<file path="config.mk">
export PLATFORM = sky130hd
export DESIGN_NAME = pwcr_cell
export DESIGN_NICKNAME = d
export VERILOG_FILES = /design/src/pwcr_pkg.sv /design/src/pwcr_cell.sv
export SDC_FILE = /design/constraint.sdc
export NUM_CORES = 1
export LEC_CHECK = 0
export BUFFER_PORTS_ARGS = -buffer_cell sky130_fd_sc_hd__buf_4
export CAP_MARGIN = 30
export CORE_AREA = 2 2 237 122
export CTS_BUF_LIST = sky130_fd_sc_hd__clkbuf_8 sky130_fd_sc_hd__clkbuf_16
export CTS_CLUSTER_DIAMETER = 150
export DETAILED_ROUTE_END_ITERATION = 7
export DIE_AREA = 0 0 239 124
export GPL_TIMING_DRIVEN = 1
export MAX_ROUTING_LAYER = met4
export PLACE_DENSITY = 0.66
export SLEW_MARGIN = 20
export SYNTH_ARGS = -nofsm -noshare
export SYNTH_HDL_FRONTEND = slang
export SYNTH_SLANG_ARGS = --single-unit
</file>
<file path="constraint.sdc">
create_clock -name i_clk -period 8.81 [get_ports i_clk]
set_input_delay 0.881 -clock i_clk [delete_from_list [all_inputs] [get_ports i_clk]]
set_output_delay 0.881 -clock i_clk [all_outputs]
set_load 0.005 [all_outputs]
</file>
<file path="src/pwcr_pkg.sv">
package pwcr_pkg;

    // Default sizes of the palette and of the water color run.
    localparam int PALETTE_ENTRIES_DEF = 16;
    localparam int WATER_SPAN_DEF      = 4;

    // Fixed field widths.
    localparam int CHAN_W      = 8;
    localparam int ENTRY_IDX_W = 4;
    localparam int ENTRY_SLOTS = 1 << ENTRY_IDX_W;
    localparam int BASE_W      = 4;
    localparam int MOD_W       = 4;
    localparam int WIDX_W      = 5;
    localparam int DIST_W      = 18;
    localparam int QUANT_SHIFT = 4;

    // The largest water index is 15 + 15, so a small palette wraps at most this often.
    localparam int WIDX_MAX  = 30;
    localparam int MAX_WRAPS = 8;

    localparam logic [BASE_W-1:0] WATER_BASE_RST = BASE_W'(8);

    // Item kinds carried in tuser.
    localparam logic OP_LOAD  = 1'b0;
    localparam logic OP_PIXEL = 1'b1;

    typedef struct packed {
        logic              valid;
        logic              mask;
        logic [CHAN_W-1:0] red;
        logic [CHAN_W-1:0] green;
        logic [CHAN_W-1:0] blue;
        logic [CHAN_W-1:0] alpha;
        logic [DIST_W-1:0] best_d;
        logic [MOD_W-1:0]  best_mod;
    } t_srch;

    typedef struct packed {
        logic              valid;
        logic              mask;
        logic [CHAN_W-1:0] red;
        logic [CHAN_W-1:0] green;
        logic [CHAN_W-1:0] blue;
        logic [CHAN_W-1:0] alpha;
        logic [WIDX_W-1:0] widx;
    } t_fetch;

endpackage

</file>
<file path="src/pwcr_cell.sv">
module pwcr_cell #(
    parameter int CELL_INDEX      = 0,
    parameter int PALETTE_ENTRIES = 16,
    parameter int WATER_SPAN      = 4
) (
    input  logic                                 i_clk,
    input  logic                                 i_rst_n,
    input  logic                                 i_adv,
    input  logic                                 i_wr_en,
    input  logic [pwcr_pkg::ENTRY_IDX_W-1:0]     i_wr_index,
    input  logic [3*pwcr_pkg::CHAN_W-1:0]        i_wr_data,
    input  pwcr_pkg::t_srch                      i_srch,
    output pwcr_pkg::t_srch                      o_srch,
    input  pwcr_pkg::t_fetch                     i_fetch,
    output pwcr_pkg::t_fetch                     o_fetch,
    output logic                                 o_busy
);
    import pwcr_pkg::*;

    localparam bit              WRITABLE = CELL_INDEX < ENTRY_SLOTS;
    localparam logic [MOD_W-1:0] CELL_MOD = MOD_W'(CELL_INDEX % WATER_SPAN);

    logic [3*CHAN_W-1:0] r_entry;
    t_srch               r_srch;
    t_srch               n_srch;
    t_fetch              r_fetch;
    t_fetch              n_fetch;

    logic signed [CHAN_W:0]   w_dr;
    logic signed [CHAN_W:0]   w_dg;
    logic signed [CHAN_W:0]   w_db;
    logic signed [DIST_W-1:0] w_pr;
    logic signed [DIST_W-1:0] w_pg;
    logic signed [DIST_W-1:0] w_pb;
    logic [DIST_W-1:0]        w_dist;
    logic                     w_fetch_hit;

    always_ff @(posedge i_clk) begin
        if (WRITABLE && i_wr_en && (i_wr_index == ENTRY_IDX_W'(CELL_INDEX))) begin
            r_entry <= i_wr_data;
        end
    end

    // Distance from this entry to the color reduced to its top four bits per channel.
    always_comb begin
        w_dr = $signed({1'b0, r_entry[23:16]})
             - $signed({1'b0, i_srch.red[7:QUANT_SHIFT], QUANT_SHIFT'(0)});
        w_dg = $signed({1'b0, r_entry[15:8]})
             - $signed({1'b0, i_srch.green[7:QUANT_SHIFT], QUANT_SHIFT'(0)});
        w_db = $signed({1'b0, r_entry[7:0]})
             - $signed({1'b0, i_srch.blue[7:QUANT_SHIFT], QUANT_SHIFT'(0)});
        w_pr = w_dr * w_dr;
        w_pg = w_dg * w_dg;
        w_pb = w_db * w_db;
        w_dist = DIST_W'(w_pr[15:0]) + DIST_W'(w_pg[15:0]) + DIST_W'(w_pb[15:0]);
    end

    always_comb begin
        n_srch = i_srch;
        // The first cell always takes its entry; later cells need a strictly smaller distance.
        if ((CELL_INDEX == 0) || (w_dist < i_srch.best_d)) begin
            n_srch.best_d   = w_dist;
            n_srch.best_mod = CELL_MOD;
        end
    end

    // A small palette wraps the water index, so several index values map onto this entry.
    always_comb begin
        w_fetch_hit = 1'b0;
        for (int k = 0; k < MAX_WRAPS; k++) begin
            if ((CELL_INDEX + k * PALETTE_ENTRIES <= WIDX_MAX)
                && (i_fetch.widx == WIDX_W'(CELL_INDEX + k * PALETTE_ENTRIES))) begin
                w_fetch_hit = 1'b1;
            end
        end
    end

    always_comb begin
        n_fetch = i_fetch;
        if (i_fetch.mask && w_fetch_hit) begin
            n_fetch.red   = r_entry[23:16];
            n_fetch.green = r_entry[15:8];
            n_fetch.blue  = r_entry[7:0];
        end
    end

    always_ff @(posedge i_clk) begin
        if (!i_rst_n) begin
            r_srch.valid  <= 1'b0;
            r_fetch.valid <= 1'b0;
        end else if (i_adv) begin
            r_srch  <= n_srch;
            r_fetch <= n_fetch;
        end
    end

    assign o_srch  = r_srch;
    assign o_fetch = r_fetch;
    assign o_busy  = r_srch.valid || r_fetch.valid;

endmodule

</file>
==> results.py, run 1 <==
metrics = {
    "run_status": {
        "outcome": "complete, no violations",
    },
    "placement": {
        "pre_cts_slack_ns": 0.518,
        "port_buffers": 196,
        "place_congestion": 0.847,
        "dp_hpwl_mm": 22.0,
    },
    "timing": {
        "fin_ws_ns": 0.949,
        "timing.fmax_mhz": 127,
        "setup_viol": 0,
        "layout_worst_path_cycle_share": 0.892,
        "worstMarginPinSlew_ns": 0.575,
        "maxSlewHeadroom": 0.617,
        "rsz0062_at_grt": "no",
        "slew_viol_final": 0,
        "clock_skew_ns": 0.0102,
        "min_period_ns": 7.86,
        "finalHoldViolCount": 0,
        "finalSetupTns_ns": 0,
        "hold-worst-slack_ns": 0.544,
    },
    "grt": {
        "grt_max_degree": 76,
        "grt_pass1_wl_mm": 42.8,
        "antenna_found_initial": 0,
        "gr-usage-all-layers": 0.192,
        "grt_pass1_vias": 8757,
        "overflow": 0,
    },
    "cts": {
        "cts_hold_buffers": 0,
        "clkSinkCount": 115,
        "clkSlewWorstSetupHoldPaths_ns": 0.06,
        "post_cts_resize_count": 0,
        "cts_buffer_depth": 2,
        "clk_latency_ns": 0.43,
        "cts-root-buf": "clkbuf_16",
        "cts_setup_buffers": 0,
        "h-tree-depth": 4,
        "cts_tree": "yes",
        "cts_buffers": 17,
    },
    "hold_path": {
        "holdPathStages": 2,
        "holdCritPathClass": "register to register",
    },
    "drt": {
        "via_per_inst": 4.84,
        "drt_wl_total_mm": 26.6,
        "wl_per_cell_um": 15.8,
        "first_iter_violations": 351,
        "ant_nets": 0,
        "via_count": 8133,
        "first_pass_iters": 5,
        "route.detailed.drc": 0,
    },
    "floorplanning": {
        "die_h_um": 124,
        "start_util": 0.446,
        "coreArea_sq_um": 27400,
        "chipWidth_um": 239,
        "fp.dieArea_sq_um": 29600,
        "num_io_pins": 223,
        "core.rowCount": 43,
    },
    "layout": {
        "finish.utilization": 0.537,
        "nets": 1733,
        "layout_commonest_cell": "inv_1",
        "n_antenna_cell": 0,
        "final_cell_mix": "inv_1 (265), buf_4 (205), fa_1 (173)",
        "area_delta_synth_final_pct": 20.4,
        "drive_gt1_frac": 0.218,
    },
    "yosys": {
        "async_flop_share": 0,
        "yosysWarnings": 0,
        "synth_edf_count": 113,
        "ys_seq_area_frac": 0.280,
        "syn_area_sq_um": 12200,
        "avgSynthCellArea_sq_um": 11.1,
        "ys_ff_latch": 115,
        "synth_ff_type": "edfxtp_1",
        "synth_cell_types": 52,
        "syn_inst": 1102,
    },
    "worst_setup_path": {
        "cp.required_ns": 8.99,
        "critical_path.startpoint_type": "input pin",
        "reg2reg_depth": 28,
        "end_kind": "register",
        "crit_slowest_cell": "fa_1",
        "arrival_ns": 8.04,
        "path_class": "input pin to register",
        "crit_fanout": 7,
        "crit_path_max_incr_delay_ns": 0.58,
    },
    "job": {
        "timing.max_cap.violations": 0,
    },
}
[critical path: cells and delay by family]
kind / cells / cell delay, ns
AOI/OAI and AO/OA: 8 / 1.52
buffers and inverters: 6 / 0.41
and+or+nand+nor: 6 / 1.21
adders and majority gates: 9 / 3.76
xor gates and xnor gates: 1 / 0.25
[cell usage after synthesis, types with 22 or more instances]
| cell | instances | area share |
|---|---|---|
| nor2b_1 | 24 | 0.012 |
| mux2_2 | 24 | 0.022 |
| nand2_1 | 59 | 0.018 |
| and2_1 | 37 | 0.019 |
| fa_1 | 173 | 0.28 |
| xnor2_1 | 48 | 0.034 |
| edfxtp_1 | 113 | 0.28 |
| nor2_1 | 36 | 0.011 |
| xor2_1 | 26 | 0.019 |
| nand2b_1 | 22 | 0.011 |
| inv_1 | 265 | 0.081 |
| ha_1 | 124 | 0.13 |
| a21oi_1 | 26 | 0.011 |
[cells by family (layout without fill, tap and decap cells)]
| family | Yosys count | after routing | synth area share |
|---|---|---|---|
| AOI/OAI and AO/OA | 92 | 92 | 0.0509 |
| other | 1 | 4 | 0.000306 |
| muxes | 28 | 28 | 0.0261 |
| DFF | 115 | 115 | 0.280 |
| xor gates and xnor gates | 76 | 76 | 0.0556 |
| buffers and inverters | 288 | 505 | 0.0899 |
| and+or+nand+nor | 205 | 205 | 0.0875 |
| adders and majority gates | 297 | 297 | 0.409 |
[state kept, by name, indices dropped and copies added (netlist names)]
signal	cells
r_entry	24
o_srch	52
o_fetch	39
[per-stage QoR]
step           area (sq um)  std cells
2_1_floorplan         12300       1105
4_1_cts               14700       1681
5_1_grt               14700       1682
3_5_place_dp          14200       1649
6_report              14700       1682
3_3_place_gp          14200       1649
[cell type report]
class / count / area, sq um
clock inverter: 15 / 148
fill: 2407 / 12700
multi-input combinational: 702 / 7730
timing repair buffer: 206 / 1560
sequential: 115 / 3430
tap: 360 / 450
clock buffer: 17 / 425
inverter: 267 / 1000
[metal layers]
layer / up-vias / wire length (um) / track usage
met3: 34 / 859 / 0.0297
met2: 143 / 13800 / 0.332
met5: - / 0 / -
met1: 4090 / 11500 / 0.238
li1: 3866 / - / -
met4: 0 / 418 / 0.0563
[path summary, 6_finish.rpt]
path,startpoint,endpoint,slack [ns]
max reg2reg,r_entry[21],o_srch[21],1.08
min reg2reg,o_srch[55],o_srch[55],0.54
min,o_srch[55],o_srch[55],0.54
max,i_srch[51],o_srch[21],0.95
Power of run 1 is not shown: default switching activity piles up to over one toggle a cycle in this logic, so the estimate is an artifact.
==> inputs of run 2 (changes only) <==
- CORE_AREA: 2 2 237 122 -> 2 2 310 159
- DIE_AREA: 0 0 239 124 -> 0 0 312 161
- PLACE_DENSITY: 0.66 -> 0.45
- clock period: 8.81 -> 7.2 ns (I/O delays scaled with it)
==> results.py, run 2 (synthesis gave the netlist of run 1 again) <==
metrics = {
    "placement": {
        "place_congestion": 0.835,
        "dp_cells": 2095,
        "pre_cts_slack_ns": -0.556,
        "dp_hpwl_mm": 27.4,
        "port_buffers": 196,
    },
    "cts": {
        "clkSinkCount": 115,
        "cts_buffers": 17,
        "clkSlewWorstSetupHoldPaths_ns": 0.07,
        "cts-root-buf": "clkbuf_16",
        "cts_hold_buffers": 0,
        "cts_tree": "yes",
        "clk_latency_ns": 0.44,
        "cts_buffer_depth": 2,
        "h-tree-depth": 4,
    },
    "timing": {
        "worstMarginPinSlew_ns": 0.793,
        "finalHoldViolCount": 0,
        "rsz0062_at_grt": "yes",
        "min_period_ns": 7.16,
        "fin_ws_ns": 0.0421,
        "layout_worst_path_cycle_share": 0.994,
        "timing.fmax_mhz": 140,
        "setup_viol": 0,
        "maxSlewHeadroom": 0.472,
        "clock_skew_ns": 0.0126,
        "slew_viol_final": 0,
    },
    "layout": {
        "finish.utilization": 0.358,
        "multiInputGateArea_sq_um": 8360,
        "seq_area_sq_um": 3430,
        "drive_gt1_frac": 0.382,
        "largest_register_ffs": 52,
        "final_cell_mix": "buf_4 (362), inv_1 (238), fa_1 (165)",
        "fin_cells": 2135,
        "n_antenna_cell": 0,
        "area_delta_synth_final_pct": 39.1,
        "layout_commonest_cell": "buf_4",
        "fill_cells": 4851,
        "nets": 1897,
    },
    "job": {
        "timing.max_cap.violations": 0,
    },
    "grt": {
        "grt_pass1_vias": 9058,
        "overflow": 0,
        "antenna_found_initial": 0,
        "grt_pass1_wl_mm": 52.0,
        "gr-usage-all-layers": 0.140,
        "grt_max_degree": 55,
    },
    "drt": {
        "drt_wl_total_mm": 33.0,
        "first_pass_iters": 4,
        "ant_nets": 0,
        "via_count": 8423,
        "first_iter_violations": 356,
        "wl_per_cell_um": 15.5,
        "route.detailed.drc": 0,
        "via_per_inst": 3.95,
    },
    "run_status": {
        "outcome": "complete, no violations",
    },
    "hold_path": {
        "holdPathEnd": "r_entry[15]",
        "holdPathStages": 1,
        "holdCritPathClass": "input pin to register",
        "min-delay-start": "i_wr_data[15]",
    },
    "worst_setup_path": {
        "cp.required_ns": 7.38,
        "crit_fanout": 3,
        "path_class": "register to register",
        "arrival_ns": 7.33,
        "timing.rr.end": "o_srch[19]",
        "reg2reg_depth": 27,
        "end_kind": "register",
        "r2r_slack_ns": 0.04,
        "r2r_start": "r_entry[5]",
        "critical_path.startpoint_type": "register",
    },
    "floorplanning": {
        "coreArea_sq_um": 47600,
        "core.rowCount": 57,
        "chipWidth_um": 312,
        "start_util": 0.257,
        "die_h_um": 161,
        "fp.dieArea_sq_um": 50200,
        "num_io_pins": 223,
    },
}
[run 2: cell count changes in the layout (fill, tap and decap cells not counted), moves of 7 or more]
cell | previous run | this run
buf_4 | 205 | 362
fa_1 | 173 | 165
fa_2 | 0 | 8
ha_1 | 124 | 100
ha_4 | 0 | 19
inv_1 | 265 | 238
inv_2 | 2 | 28
o21ai_0 | 17 | 8
xor2_1 | 26 | 19
[run 2: how the worst max path moves through the flow]
stage / startpoint / end / slack [ns] / cells past startpoint
2_1_floorplan: i_srch[34] / o_srch[20] / -0.02 / 27
3_3_place_gp: i_srch[50] / o_srch[21] / -0.56 / 28
3_5_place_dp: i_srch[43] / o_srch[20] / -0.56 / 29
4_1_cts: r_entry[4] / o_srch[20] / -0.02 / 29
5_1_grt: r_entry[12] / o_srch[20] / -0.19 / 31
6_report: r_entry[5] / o_srch[19] / 0.04 / 27
[run 2: final cells by class]
type                       instances  share of cell area
inverter                         267              0.0590
tap                              649              0.0477
clock inverter                    15             0.00948
multi-input combinational        702               0.491
timing repair buffer             370               0.166
sequential                       115               0.202
clock buffer                      17              0.0250
[run 2: timing repair]
| item | in CTS | in global routing |
|---|---|---|
| pin swaps | 24 | 36 |
| gates resized for setup | 35 | 67 |
| setup buffers | 3 | 4 |
| setup endpoints to repair | 6 | 7 |
[run 2: stage by stage]
stage / cell area (sq um) / hold slack (ns) / setup TNS [ns]
after floorplan: 12400 / 0.519 / -0.0178
after global placement: 15900 / 0.541 / -3.33
final: 17000 / 0.446 / 0
after CTS: 16700 / 0.404 / -0.0265
after global routing: 17000 / 0.409 / -0.849
after detailed placement: 15900 / 0.542 / -3.30
[run 2: critical path, stage by stage, from the launching register on]
cell,delay (ns)
edfxtp_1,0.42
ha_1,0.32
a21o_1,0.19
a21oi_2,0.16
xnor2_2,0.11
and2_4,0.16
fa_1,0.55
inv_2,0.04
fa_1,0.55
inv_2,0.04
fa_1,0.49
fa_1,0.50
inv_1,0.06
fa_1,0.49
inv_2,0.05
ha_4,0.23
buf_6,0.12
o21ai_4,0.06
or2b_1,0.28
xnor2_2,0.15
fa_1,0.49
inv_1,0.05
ha_2,0.17
or3_4,0.36
or3_4,0.35
o211ai_4,0.21
a21oi_2,0.09
xor2_1,0.19
[run 2: per-layer routing]
metal,up-vias,GRT usage,part of all wire
met1,4088,0.228,0.59
li1,4192,-,-
met5,-,-,0
met2,130,0.170,0.37
met4,0,0.0232,0.0077
met3,13,0.0309,0.039
Power of run 2 is left out for the same reason.
